File: config.mk
export PLATFORM = sky130hd
export DESIGN_NAME = passcode_slot_table_flat
export DESIGN_NICKNAME = d
export VERILOG_FILES = /design/src/rtl/pst_pkg.sv /design/src/rtl/pst_if.sv /design/src/rtl/pst_dp.sv /design/src/rtl/pst_ctrl.sv /design/src/rtl/passcode_slot_table.sv /design/src/flat_wrapper.sv
export SDC_FILE = /design/constraint.sdc
export NUM_CORES = 1
export LEC_CHECK = 0
export ABC_AREA = 1
export BUFFER_PORTS_ARGS = -buffer_cell sky130_fd_sc_hd__buf_4
export CAP_MARGIN = 30
export CORE_UTILIZATION = 60
export DETAILED_ROUTE_END_ITERATION = 12
export PLACE_DENSITY = 0.77
export SKIP_CTS_REPAIR_TIMING = 1
export SYNTH_ARGS = -nofsm -noshare
export SYNTH_HDL_FRONTEND = slang
export SYNTH_HIERARCHICAL = 1
export SYNTH_SLANG_ARGS = --single-unit
export TNS_END_PERCENT = 50
File: constraint.sdc
create_clock -name clk -period 6.95 [get_ports clk]
set_clock_uncertainty 0.05 [all_clocks]
set_input_delay 0.695 -clock clk [delete_from_list [all_inputs] [get_ports clk]]
set_output_delay 0.695 -clock clk [all_outputs]
set_load 0.02 [all_outputs]
File: src/rtl/pst_pkg.sv
// Shared types and constants of the passcode slot table.
package pst_pkg;

  localparam int SLOT_COUNT   = 8;
  localparam int KEY_BYTES    = 8;
  localparam int KEY_W        = 8 * KEY_BYTES;
  localparam int KEY_PORT_W   = 64;
  localparam int SLOT_W       = (SLOT_COUNT > 1) ? $clog2(SLOT_COUNT) : 1;
  localparam int SLOT_INDEX_W = 3;

  typedef enum logic [1:0] {
    REQ_ADD   = 2'd0,
    REQ_QUERY = 2'd1,
    REQ_CLEAR = 2'd2
  } req_t;

  typedef enum logic [2:0] {
    S_IDLE,
    S_DISPATCH,
    S_ADD,
    S_CLEAR,
    S_QFIRST,
    S_QSCAN,
    S_RESULT
  } state_t;

  // Commands from the controller to the datapath.
  typedef struct packed {
    logic load;
    logic add;
    logic clear;
    logic scan_start;
    logic scan_step;
    logic hit_record;
    logic out_load;
  } pst_cmd_t;

  // Status from the datapath to the controller.
  typedef struct packed {
    req_t req;
    logic full;
    logic hit;
    logic last;
    logic out_free;
  } pst_sts_t;

endpackage

File: src/rtl/pst_if.sv
// Request and response channel interfaces of the passcode slot table.
interface pst_req_if;
  logic                            valid;
  logic                            ready;
  logic [1:0]                      req_type;
  logic [pst_pkg::KEY_PORT_W-1:0]  key_value;

  modport source (output valid, output req_type, output key_value, input ready);
  modport sink   (input valid, input req_type, input key_value, output ready);
endinterface

interface pst_rsp_if;
  logic                              valid;
  logic                              ready;
  logic                              success;
  logic [pst_pkg::SLOT_INDEX_W-1:0]  slot_index;
  logic                              table_full;
  logic                              table_empty;

  modport source (output valid, output success, output slot_index, output table_full,
                  output table_empty, input ready);
  modport sink   (input valid, input success, input slot_index, input table_full,
                  input table_empty, output ready);
endinterface

File: src/rtl/pst_dp.sv
// Datapath of the passcode slot table: valid marks, key memory, scan comparator, result register.
module pst_dp (
  input  logic                              clk,
  input  logic                              rst,
  input  logic [1:0]                        req_type,
  input  logic [pst_pkg::KEY_PORT_W-1:0]    key_value,
  input  pst_pkg::pst_cmd_t                 cmd,
  output pst_pkg::pst_sts_t                 sts,
  input  logic                              out_ready,
  output logic                              out_valid,
  output logic                              out_success,
  output logic [pst_pkg::SLOT_INDEX_W-1:0]  out_slot_index,
  output logic                              out_full,
  output logic                              out_empty
);

  logic [1:0]                       req_q;
  logic [pst_pkg::KEY_W-1:0]        key_q;
  logic [pst_pkg::SLOT_COUNT-1:0]   valid;
  logic [pst_pkg::KEY_W-1:0]        key_mem [pst_pkg::SLOT_COUNT];
  logic [pst_pkg::KEY_W-1:0]        rd_key;
  logic [pst_pkg::SLOT_W-1:0]       scan_idx;
  logic [pst_pkg::SLOT_W-1:0]       rd_addr;
  logic [pst_pkg::SLOT_W-1:0]       free_idx;
  logic                             res_ok;
  logic [pst_pkg::SLOT_W-1:0]       res_idx;
  logic                             full;
  logic                             empty;

  assign full  = &valid;
  assign empty = ~|valid;

  // Lowest slot without a valid mark.
  always_comb begin
    free_idx = '0;
    for (int i = pst_pkg::SLOT_COUNT - 1; i >= 0; i--) begin
      if (!valid[i]) begin
        free_idx = pst_pkg::SLOT_W'(i);
      end
    end
  end

  assign rd_addr = cmd.scan_start ? '0 : pst_pkg::SLOT_W'(scan_idx + 1'b1);

  always_ff @(posedge clk) begin
    if (cmd.load) begin
      req_q <= req_type;
      key_q <= key_value[pst_pkg::KEY_W-1:0];
    end
    if (cmd.add) begin
      key_mem[free_idx] <= key_q;
    end
    if (cmd.scan_start || cmd.scan_step) begin
      rd_key   <= key_mem[rd_addr];
      scan_idx <= rd_addr;
    end
  end

  always_ff @(posedge clk) begin
    if (rst) begin
      valid <= '0;
    end else if (cmd.clear) begin
      valid <= '0;
    end else if (cmd.add) begin
      valid[free_idx] <= 1'b1;
    end
  end

  always_ff @(posedge clk) begin
    if (cmd.load) begin
      res_ok  <= 1'b0;
      res_idx <= '0;
    end else if (cmd.add) begin
      res_ok  <= 1'b1;
      res_idx <= free_idx;
    end else if (cmd.clear) begin
      res_ok  <= 1'b1;
    end else if (cmd.hit_record) begin
      res_ok  <= 1'b1;
      res_idx <= scan_idx;
    end
  end

  always_ff @(posedge clk) begin
    if (rst) begin
      out_valid <= 1'b0;
    end else if (cmd.out_load) begin
      out_valid <= 1'b1;
    end else if (out_ready) begin
      out_valid <= 1'b0;
    end
  end

  always_ff @(posedge clk) begin
    if (cmd.out_load) begin
      out_success    <= res_ok;
      out_slot_index <= pst_pkg::SLOT_INDEX_W'(res_idx);
      out_full       <= full;
      out_empty      <= empty;
    end
  end

  assign sts.req      = pst_pkg::req_t'(req_q);
  assign sts.full     = full;
  assign sts.hit      = valid[scan_idx] && (rd_key == key_q);
  assign sts.last     = (scan_idx == pst_pkg::SLOT_W'(pst_pkg::SLOT_COUNT - 1));
  assign sts.out_free = !out_valid || out_ready;

  a_clear_empties: assert property (@(posedge clk) (!rst && cmd.clear) |=> (valid == '0))
    else $error("valid marks remain after a clear");
  a_add_one_more: assert property (@(posedge clk) (!rst && cmd.add && !cmd.clear)
    |=> ($countones(valid) == $past($countones(valid)) + 1))
    else $error("add did not set exactly one new valid mark");
  a_marks_hold: assert property (@(posedge clk) (!rst && !cmd.add && !cmd.clear)
    |=> $stable(valid))
    else $error("valid marks changed without add or clear");
  a_scan_in_range: assert property (@(posedge clk) (!rst && cmd.scan_step)
    |-> (scan_idx != pst_pkg::SLOT_W'(pst_pkg::SLOT_COUNT - 1)))
    else $error("scan stepped past the last slot");
  a_no_overwrite: assert property (@(posedge clk) (!rst && cmd.out_load) |-> sts.out_free)
    else $error("result loaded over an untaken result");

endmodule

File: src/rtl/pst_ctrl.sv
// Controller state machine of the passcode slot table.
module pst_ctrl (
  input  logic               clk,
  input  logic               rst,
  input  logic               in_valid,
  output logic               in_ready,
  input  pst_pkg::pst_sts_t  sts,
  output pst_pkg::pst_cmd_t  cmd
);

  pst_pkg::state_t state;
  pst_pkg::state_t state_next;

  always_ff @(posedge clk) begin
    if (rst) begin
      state <= pst_pkg::S_IDLE;
    end else begin
      state <= state_next;
    end
  end

  always_comb begin
    state_next = state;
    cmd        = '0;
    in_ready   = 1'b0;
    unique case (state)
      pst_pkg::S_IDLE: begin
        in_ready = 1'b1;
        if (in_valid) begin
          cmd.load   = 1'b1;
          state_next = pst_pkg::S_DISPATCH;
        end
      end
      pst_pkg::S_DISPATCH: begin
        case (sts.req)
          pst_pkg::REQ_ADD:   state_next = pst_pkg::S_ADD;
          pst_pkg::REQ_QUERY: state_next = pst_pkg::S_QFIRST;
          pst_pkg::REQ_CLEAR: state_next = pst_pkg::S_CLEAR;
          default:            state_next = pst_pkg::S_RESULT;
        endcase
      end
      pst_pkg::S_ADD: begin
        cmd.add    = !sts.full;
        state_next = pst_pkg::S_RESULT;
      end
      pst_pkg::S_CLEAR: begin
        cmd.clear  = 1'b1;
        state_next = pst_pkg::S_RESULT;
      end
      pst_pkg::S_QFIRST: begin
        cmd.scan_start = 1'b1;
        state_next     = pst_pkg::S_QSCAN;
      end
      pst_pkg::S_QSCAN: begin
        if (sts.hit) begin
          cmd.hit_record = 1'b1;
          state_next     = pst_pkg::S_RESULT;
        end else if (sts.last) begin
          state_next = pst_pkg::S_RESULT;
        end else begin
          cmd.scan_step = 1'b1;
        end
      end
      pst_pkg::S_RESULT: begin
        if (sts.out_free) begin
          cmd.out_load = 1'b1;
          state_next   = pst_pkg::S_IDLE;
        end
      end
      default: state_next = pst_pkg::S_IDLE;
    endcase
  end

  a_ready_idle_only: assert property (@(posedge clk) (!rst && in_ready && in_valid)
    |=> (state == pst_pkg::S_DISPATCH))
    else $error("accepted transaction did not move to dispatch");
  a_scan_follows_start: assert property (@(posedge clk) (!rst && cmd.scan_start)
    |=> (state == pst_pkg::S_QSCAN))
    else $error("scan start not followed by scan");
  a_one_update: assert property (@(posedge clk)
    !rst |-> $countones({cmd.add, cmd.clear, cmd.hit_record, cmd.load}) <= 1)
    else $error("conflicting datapath commands");

endmodule

File: src/rtl/passcode_slot_table.sv
// Top level of the passcode slot table: controller and datapath joined by command and status.
//
// The block keeps eight passcode slots, each a valid mark and a 64-bit key.
// Requests arrive on the req channel (req_type, key_value); each accepted
// transaction yields exactly one response transaction on the rsp channel
// (success, slot_index, table_full, table_empty). Both channels move a
// transaction when valid and ready are high at a rising clock edge.
// Requests are handled one at a time: req.ready is high only while the
// controller is idle. After acceptance, add and clear pass through the
// dispatch state, their own state and the result state, where the response
// is loaded; an unused request code passes through dispatch and result only.
// A query scans the key memory through one comparator, one slot per cycle
// after a read start state, until the first match or the last slot. The next
// request can be accepted in the cycle after the response is loaded.
// The response sits in an output register; if the receiver stalls, the
// block still accepts and processes the next request and waits only when
// that next response is ready to be loaded.
// A synchronous active-high rst clears all valid marks, the controller and
// the response valid flag; stored keys are not cleared, and a stored key
// counts in a query only while the valid mark of its slot is set.
module passcode_slot_table (
  input  logic      clk,
  input  logic      rst,
  pst_req_if.sink   req,
  pst_rsp_if.source rsp
);

  pst_pkg::pst_cmd_t cmd;
  pst_pkg::pst_sts_t sts;
  logic              ctrl_ready;

  pst_ctrl u_ctrl (
    .clk      (clk),
    .rst      (rst),
    .in_valid (req.valid),
    .in_ready (ctrl_ready),
    .sts      (sts),
    .cmd      (cmd)
  );

  pst_dp u_dp (
    .clk            (clk),
    .rst            (rst),
    .req_type       (req.req_type),
    .key_value      (req.key_value),
    .cmd            (cmd),
    .sts            (sts),
    .out_ready      (rsp.ready),
    .out_valid      (rsp.valid),
    .out_success    (rsp.success),
    .out_slot_index (rsp.slot_index),
    .out_full       (rsp.table_full),
    .out_empty      (rsp.table_empty)
  );

  // The request channel is ready exactly when the controller is idle.
  assign req.ready = ctrl_ready;

endmodule

File: src/flat_wrapper.sv
// flat-port wrapper written by rule: the top's interface ports become plain ports
module passcode_slot_table_flat 
  (clk, rst, req_valid, req_req_type, req_key_value, req_ready, rsp_valid, rsp_success, rsp_slot_index, rsp_table_full, rsp_table_empty, rsp_ready);
  pst_req_if req_i ();
  pst_rsp_if rsp_i ();
  input  logic clk;
  input  logic rst;
  input wire logic [$bits(req_i.valid)-1:0] req_valid;
  input wire logic [$bits(req_i.req_type)-1:0] req_req_type;
  input wire logic [$bits(req_i.key_value)-1:0] req_key_value;
  output wire logic [$bits(req_i.ready)-1:0] req_ready;
  output wire logic [$bits(rsp_i.valid)-1:0] rsp_valid;
  output wire logic [$bits(rsp_i.success)-1:0] rsp_success;
  output wire logic [$bits(rsp_i.slot_index)-1:0] rsp_slot_index;
  output wire logic [$bits(rsp_i.table_full)-1:0] rsp_table_full;
  output wire logic [$bits(rsp_i.table_empty)-1:0] rsp_table_empty;
  input wire logic [$bits(rsp_i.ready)-1:0] rsp_ready;
  assign req_i.valid = req_valid;
  assign req_i.req_type = req_req_type;
  assign req_i.key_value = req_key_value;
  assign req_ready = req_i.ready;
  assign rsp_valid = rsp_i.valid;
  assign rsp_success = rsp_i.success;
  assign rsp_slot_index = rsp_i.slot_index;
  assign rsp_table_full = rsp_i.table_full;
  assign rsp_table_empty = rsp_i.table_empty;
  assign rsp_i.ready = rsp_ready;
  passcode_slot_table u_core (.clk(clk), .rst(rst), .req(req_i), .rsp(rsp_i));
endmodule
# Word-level counts from Yosys, hierarchy flattened
# Memory sizes are Yosys's and may differ from the RTL's. A register that Yosys moved wholly into a read port is not among the register bits.
# Index checks and enable logic that the tools add are counted.
[word_totals]
reg_bits = 91
latch_bits = 0
mem_bits_rw = 512
mem_bits_ro = 0
inputBits = 70
output_inout_bits = 8
word_cells = 91
memories = 1
[memory_table]
columns = ["memory", "depth", "width", "read_ports", "rd_ports_with_merged_regs", "write_ports", "line_no", "rtl"]
rows = [
  ["u_core.u_dp.key_mem", 8, 64, 1, 1, 1, "pst_dp.sv:20", "logic [pst_pkg::KEY_W-1:0] key_mem [pst_pkg::SLOT_COUNT];"],
]
[classes]
add_sub_neg = 1
multipliers = 0
div_mod_pow = 0
order_cmp = 3
n_eq_ne = 14
shifts = 0
muxes = 41
bitwise = 1
reduce_logical = 18
[op_table]
columns = ["operator", "n"]
rows = [
  ["equality test 64 bit", 1],
  ["two-way mux 3 bit", 16],
  ["two-way mux 1 bit", 20],
  ["one-hot mux 3 bit (6 select lines)", 1],
  ["equality test 3 bit, second input constant", 4],
  ["one-hot mux 3 bit (3 select lines)", 1],
  ["< comparator 3 x 4 -> 1 bit, second input constant", 2],
  ["bitwise OR 8 bit", 1],
  ["AND reduction 8 bit", 1],
  ["OR reduction 8 bit", 1],
  ["equality test 3 x 2 -> 1 bit, second input constant", 2],
  ["!= test 2 x 1 -> 1 bit, second input constant", 2],
  ["nonzero test 2 bit", 2],
  ["OR reduction 2 bit", 2],
  ["adder 3 x 1 -> 3 bit, second input constant", 1],
  ["binary-select mux 1 bit (select 3 bit)", 1],
  ["demux 1 bit (select 3 bit)", 1],
  ["equality test 3 x 1 -> 1 bit, second input constant", 1],
  [">= comparator 3 x 1 -> 1 bit, second input constant", 1],
  ["zero test 1 bit", 3],
  ["zero test 3 bit", 1],
  ["!= test 3 x 1 -> 1 bit, second input constant", 1],
  ["AND reduction 3 bit", 1],
  ["nonzero test 3 bit", 1],
  ["other kinds (8)", 10],
]

# Depth between registers and ports, before layout
[logic_depth]
depth_word = 13
ltp_mapped = 18
depth_no_buf = 18

# Hierarchy
# Netlist, hierarchy kept.
[modules_own_cells]
columns = ["mod", "instances", "cells_each", "area_per_inst_um2"]
rows = [
  ["pst_dp", 1, 1778, 25389.4],
  ["pst_ctrl", 1, 49, 277.8],
]

# Worst setup path after synthesis
# Ideal clock, no wire load.
[synth_path]
path_kind = "input port to flip-flop"
from = "input port req_valid"
to = "register u_core/u_dp/key_q[0] (netlist name) (enable)"
setup_ps = 580
t_arrival_ps = 5428
t_required_ps = 6320
path_slack_ps = 891
path_stages = 2
cell_sequence = "inv_1 > nor3_1"
[synth_lines]
columns = ["item", "line_no", "rtl"]
rows = [
  ["start: declaration", "flat_wrapper.sv:8", "input wire logic [$bits(req_i.valid)-1:0] req_valid;"],
  ["end signal: assignment", "pst_dp.sv:48", "key_q <= key_value[pst_pkg::KEY_W-1:0];"],
  ["end: declaration", "pst_dp.sv:18", "logic [pst_pkg::KEY_W-1:0] key_q;"],
]

# Worst setup path after layout
[layout_path]
from = "register u_core/u_dp/scan_idx[0] (netlist name)"
to = "register u_core/u_dp/rd_key[45] (netlist name), read port of u_core.u_dp.key_mem (data pin)"
[layout_between]
elab_chain_len = 6
elab_cells_between_ends = 10
[layout_rtl]
columns = ["item", "line_no", "rtl"]
rows = [
  ["start: declaration", "pst_dp.sv:22", "logic [pst_pkg::SLOT_W-1:0] scan_idx;"],
  ["start signal: assignment", "pst_dp.sv:55", "scan_idx <= rd_addr;"],
  ["binary-select mux 1 bit (select 3 bit)", "pst_dp.sv:105", "assign sts.hit = valid[scan_idx] && (rd_key == key_q);"],
  ["two-way mux 1 bit (not written as such)", "pst_dp.sv:105", ""],
  ["logical AND 1 bit", "pst_dp.sv:105", ""],
  ["two-way mux 1 bit", "pst_ctrl.sv:55", "if (sts.hit) begin"],
  ["two-way mux 2 bit", "pst_ctrl.sv:26", "unique case (state)"],
  ["logical OR 1 bit", "pst_dp.sv:53", "if (cmd.scan_start || cmd.scan_step) begin"],
  ["end: declaration", "pst_dp.sv:21", "logic [pst_pkg::KEY_W-1:0] rd_key;"],
]
# Parallel ways exist; a longest one is shown, timed or not. The select of a mux whose other input is x is not followed.
# A chain may end at the register's enable or synchronous reset.

==> qor.log <==
[outcome] run status completed
[synthesis] Post-Syn Area 25700 µm²
[clocking] Skew-Pair Late Insertion Delay 0.58 ns
[route] detail-routed net length per standard cell 22.0 µm
[placement] detailed placer's ending HPWL 27.4 mm
[placement] cell area after placement 26800 µm²
[synthesis] Syn Area/Cell 14.0 µm²
[route] drt drc 0
[sta] Max Clock Freq 265 MHz
[synthesis] total number of yosys warnings 6
[critical_path] Worst Reg2Reg Path Length in Cells 7
[floorplanning] area inside the core boundary 42000 µm²
[route] number of routed nets with antenna violations 0
[route] wire length on met2 26.7 mm
[sta] final-report max-slew violation count 0
[critical_path] largest stage delay on the critical path 0.90 ns
[sta] setup repair after global routing missed its margin false
[route] routed vias 15.3k
[power_and_ir_drop] worst vdd rail ir drop 0.375 mV
[power_and_ir_drop] power after layout 11.9 mW
[finish] Final #Nets 1963
[power_and_ir_drop] proportion of power drawn by combinational gates 23.9%
[sta] Rel. slew slack 17.2%
[synthesis] cells taking the most area after synthesis sky130_fd_sc_hd__edfxtp_1 76%, sky130_fd_sc_hd__nand2_1 6.2%, sky130_fd_sc_hd__o221ai_1 4.4%
[power_and_ir_drop] P_int 8.15 mW
[clocking] TritonCTS clock tree yes
[power_and_ir_drop] sequential power share 46.5%
[finish] fill cell count 2698
[critical_path] kind of start point of the critical path flip-flop
[critical_path] required arrival time at the worst endpoint 7.20 ns
[critical_path] cell at the slowest stage of the critical path sky130_fd_sc_hd__edfxtp_1
[critical_path] arrival time at the worst endpoint 4.02 ns
[critical_path] R2R Setup Slk 3.18 ns
[global_routing] maximum number of pins on one net before global-route repair 258
[finish] ratio of cells with drive above 1 in the final layout 11.1%
[synthesis] cells after synthesis 1827
[finish] area of the multi-input gates 4900 µm²
[route] DRC violation total after the first TritonRoute iteration 1791
[finish] Area Overhead vs Synth 12.6%
[clocking] total clock sinks 667
[clocking] CTS buffer count 66
[sta] Setup Viol. Count Final 0
[critical_path] critical path type reg -> reg
[synthesis] EDFF count, synth 651
[finish] post-route design area 28900 µm²
[floorplanning] starting density of the core 61.1%
[route] post-detailed-route via-to-cell ratio 6.16
[global_routing] first-pass GRT wire length 84.1 mm
[critical_path] sequence of cells on the critical path ha_1 > ha_1 > nand2_4 > buf_4 > nand3_1 > a21oi_1 > a31oi_1
[power_and_ir_drop] Clk network pwr share 29.6%
[clocking] clock transition at the registers of the reported paths 0.06 ns
[global_routing] number of antenna violations at the first check in global routing 1
[placement] number of buffers inserted by port buffering 77
[synthesis] Synth cell types 29
[run] count of max-cap constraint violations 0
[critical_path] category of the worst setup path capture point flip-flop
[clocking] H-tree depth reported by CTS 3
[synthesis] top cells by count, synth 651 x sky130_fd_sc_hd__edfxtp_1, 427 x sky130_fd_sc_hd__nand2_1, 142 x sky130_fd_sc_hd__nand3_1
[floorplanning] Die X 209 µm
[power_and_ir_drop] leakage power 9.97 nW
[sta] setup TNS 0 ns
[synthesis] most used flip-flop cell after synthesis sky130_fd_sc_hd__edfxtp_1
[route] uppermost layer routed met4
[floorplanning] FP Rows 75
[worst_hold_path] Hold Path Origin req_key_value[31]
[synthesis] Synth Net Count 1899
[sta] Worst-Margin Slew 1.24 ns
[critical_path] capturing element of the worst setup path u_core/u_dp/rd_key[45]
[synthesis] sequential area share after synthesis 77.4%
[floorplanning] total I/O pin count 78
[synthesis] most used standard cell by instance count after synthesis sky130_fd_sc_hd__edfxtp_1
[global_routing] overall overflow remaining after global route 0
[critical_path] Crit. Startpoint u_core/u_dp/scan_idx[0]
[critical_path] most prevalent standard cell on the critical path sky130_fd_sc_hd__ha_1
[critical_path] R2R Path End u_core/u_dp/rd_key[45]
[synthesis] area share of the largest cell type after synthesis 76.2%
[global_routing] via count of the first global-routing pass 15.1k
[floorplanning] height of the die 209 µm
[placement] routability cong. 0.852
[power_and_ir_drop] power per cell area 411 nW/µm²
[sta] period utilisation layout 54.2%
[finish] total area of sequential cells 19900 µm²
[power_and_ir_drop] Sw Ratio 31.4%
[power_and_ir_drop] sw power 3.73 mW
[synthesis] library cell with the largest summed area after synthesis sky130_fd_sc_hd__edfxtp_1
[critical_path] startpoint of the most critical register-to-register path u_core/u_dp/scan_idx[0]
[route] routed wire length 54.6 mm
[global_routing] global-route usage over all layers 25.5%
[worst_hold_path] class of the most critical hold timing path in -> reg
[sta] number of hold violations in the final report 0
[clocking] master cell of the clock root buffer sky130_fd_sc_hd__clkbuf_16
[route] iteration count of the initial detailed-routing pass 5
[critical_path] largest driver fanout on the critical path 74
[route] Met1 Wirelength 21.9 mm
[synthesis] post-synthesis async set-or-reset flop share 0%
[clocking] Bufs on Longest Clock Path 3
[synthesis] count of state elements after synthesis 667
[route] routed wl met3 4.53 mm
[sta] time the final worst path needs with I/O delays and setup 3.77 ns
[floorplanning] full die area 43600 µm²
worst max-delay path, delay by kind of cell (launching register included):
| family | cells | cell delay [ns] |
|---|---|---|
| buffers and inverters | 1 | 0.86 |
| DFF | 1 | 0.90 |
| AOI/OAI and AO/OA | 2 | 0.26 |
| and+or+nand+nor | 2 | 0.79 |
| adders and majority gates | 2 | 0.53 |
cell type report:
type	count	area share [%]
well taps	539	2.33
multi-input cells	944	16.9
inverters	113	1.51
clock buffers	85	6.33
flip-flops and latches	667	68.7
diodes	1	0.00866
repair buffers	99	3.03
clock inverters	33	1.12
per-layer routing:
layer  global-route usage [%]  vias to the layer above
li1                         -                     6902
met1                     35.0                     7468
met2                     42.0                      794
met3                     3.64                      122
met4                     9.03                        0
met5                        0                        -
sequential cells by signal (all words and copies together), names as in the netlist:
signal and count:
u_core/u_ctrl/state 3, u_core/u_dp/key_q 64, u_core/u_dp/rd_key 64, u_core/u_dp/scan_idx 3
u_core/u_dp/out_slot_index 3, u_core/u_dp/out_empty 1, u_core/u_dp/out_success 1, u_core/u_dp/key_mem 512
u_core/u_dp/res_idx 3, u_core/u_dp/out_full 1, u_core/u_dp/out_valid 1, u_core/u_dp/valid 8
u_core/u_dp/res_ok 1, u_core/u_dp/req_q 2
worst min-delay path by stage:
stage | end | slack, ns | depth (start not counted)
after floorplan | u_core/u_dp/out_slot_index[0] | 0.36 | 0
after global placement | u_core/u_dp/out_slot_index[1] | 0.37 | 0
after detailed placement | u_core/u_dp/out_slot_index[0] | 0.37 | 0
after CTS | u_core/u_dp/key_q[34] | 0.22 | 1
after global routing | u_core/u_dp/key_q[61] | 0.23 | 1
final | u_core/u_dp/key_q[31] | 0.24 | 1
metrics by stage:
step / util, % / cells / setup slack, ns / hold WS, ns
3_5_place_dp: 63.6 / 2362 / 3.29 / 0.373
4_1_cts: 68.8 / 2480 / 3.28 / 0.218
3_3_place_gp: 63.2 / 2356 / 3.32 / 0.366
5_1_grt: 68.8 / 2480 / 2.93 / 0.226
2_1_floorplan: - / 1827 / 0.891 / 0.359
6_report: 68.8 / 2481 / 3.18 / 0.240
power groups by stage:
stage,clock network [mW],logic (mW),registers [mW]
6_report,3.51,2.84,5.52
5_1_grt,3.70,3.12,5.58
4_1_cts,3.56,2.83,5.52
3_5_place_dp,0,2.81,5.60
3_3_place_gp,0,2.68,5.58
2_1_floorplan,0,2.05,5.51
cell families after synthesis:
| group | count (synthesis) | share of synthesized area (%) |
|---|---|---|
| xor gates and xnor gates | 27 | 0.921 |
| DFF | 667 | 77.4 |
| adders and majority gates | 2 | 0.0975 |
| AOI/OAI and AO/OA | 285 | 7.78 |
| and+or+nand+nor | 630 | 10.2 |
| buffers and inverters | 216 | 3.63 |
placed cells by master (no fill, tap or decap), drive strengths merged, types with 26 or more instances in the layout:
| master | count |
|---|---|
| a31oi | 66 |
| edfxtp | 651 |
| a21oi | 81 |
| nand3 | 145 |
| clkbuf | 85 |
| xnor2 | 26 |
| nand2 | 427 |
| nor2 | 43 |
| inv | 114 |
| buf | 99 |
| o221ai | 128 |
Note: power is estimated with default switching activity, not from simulation.
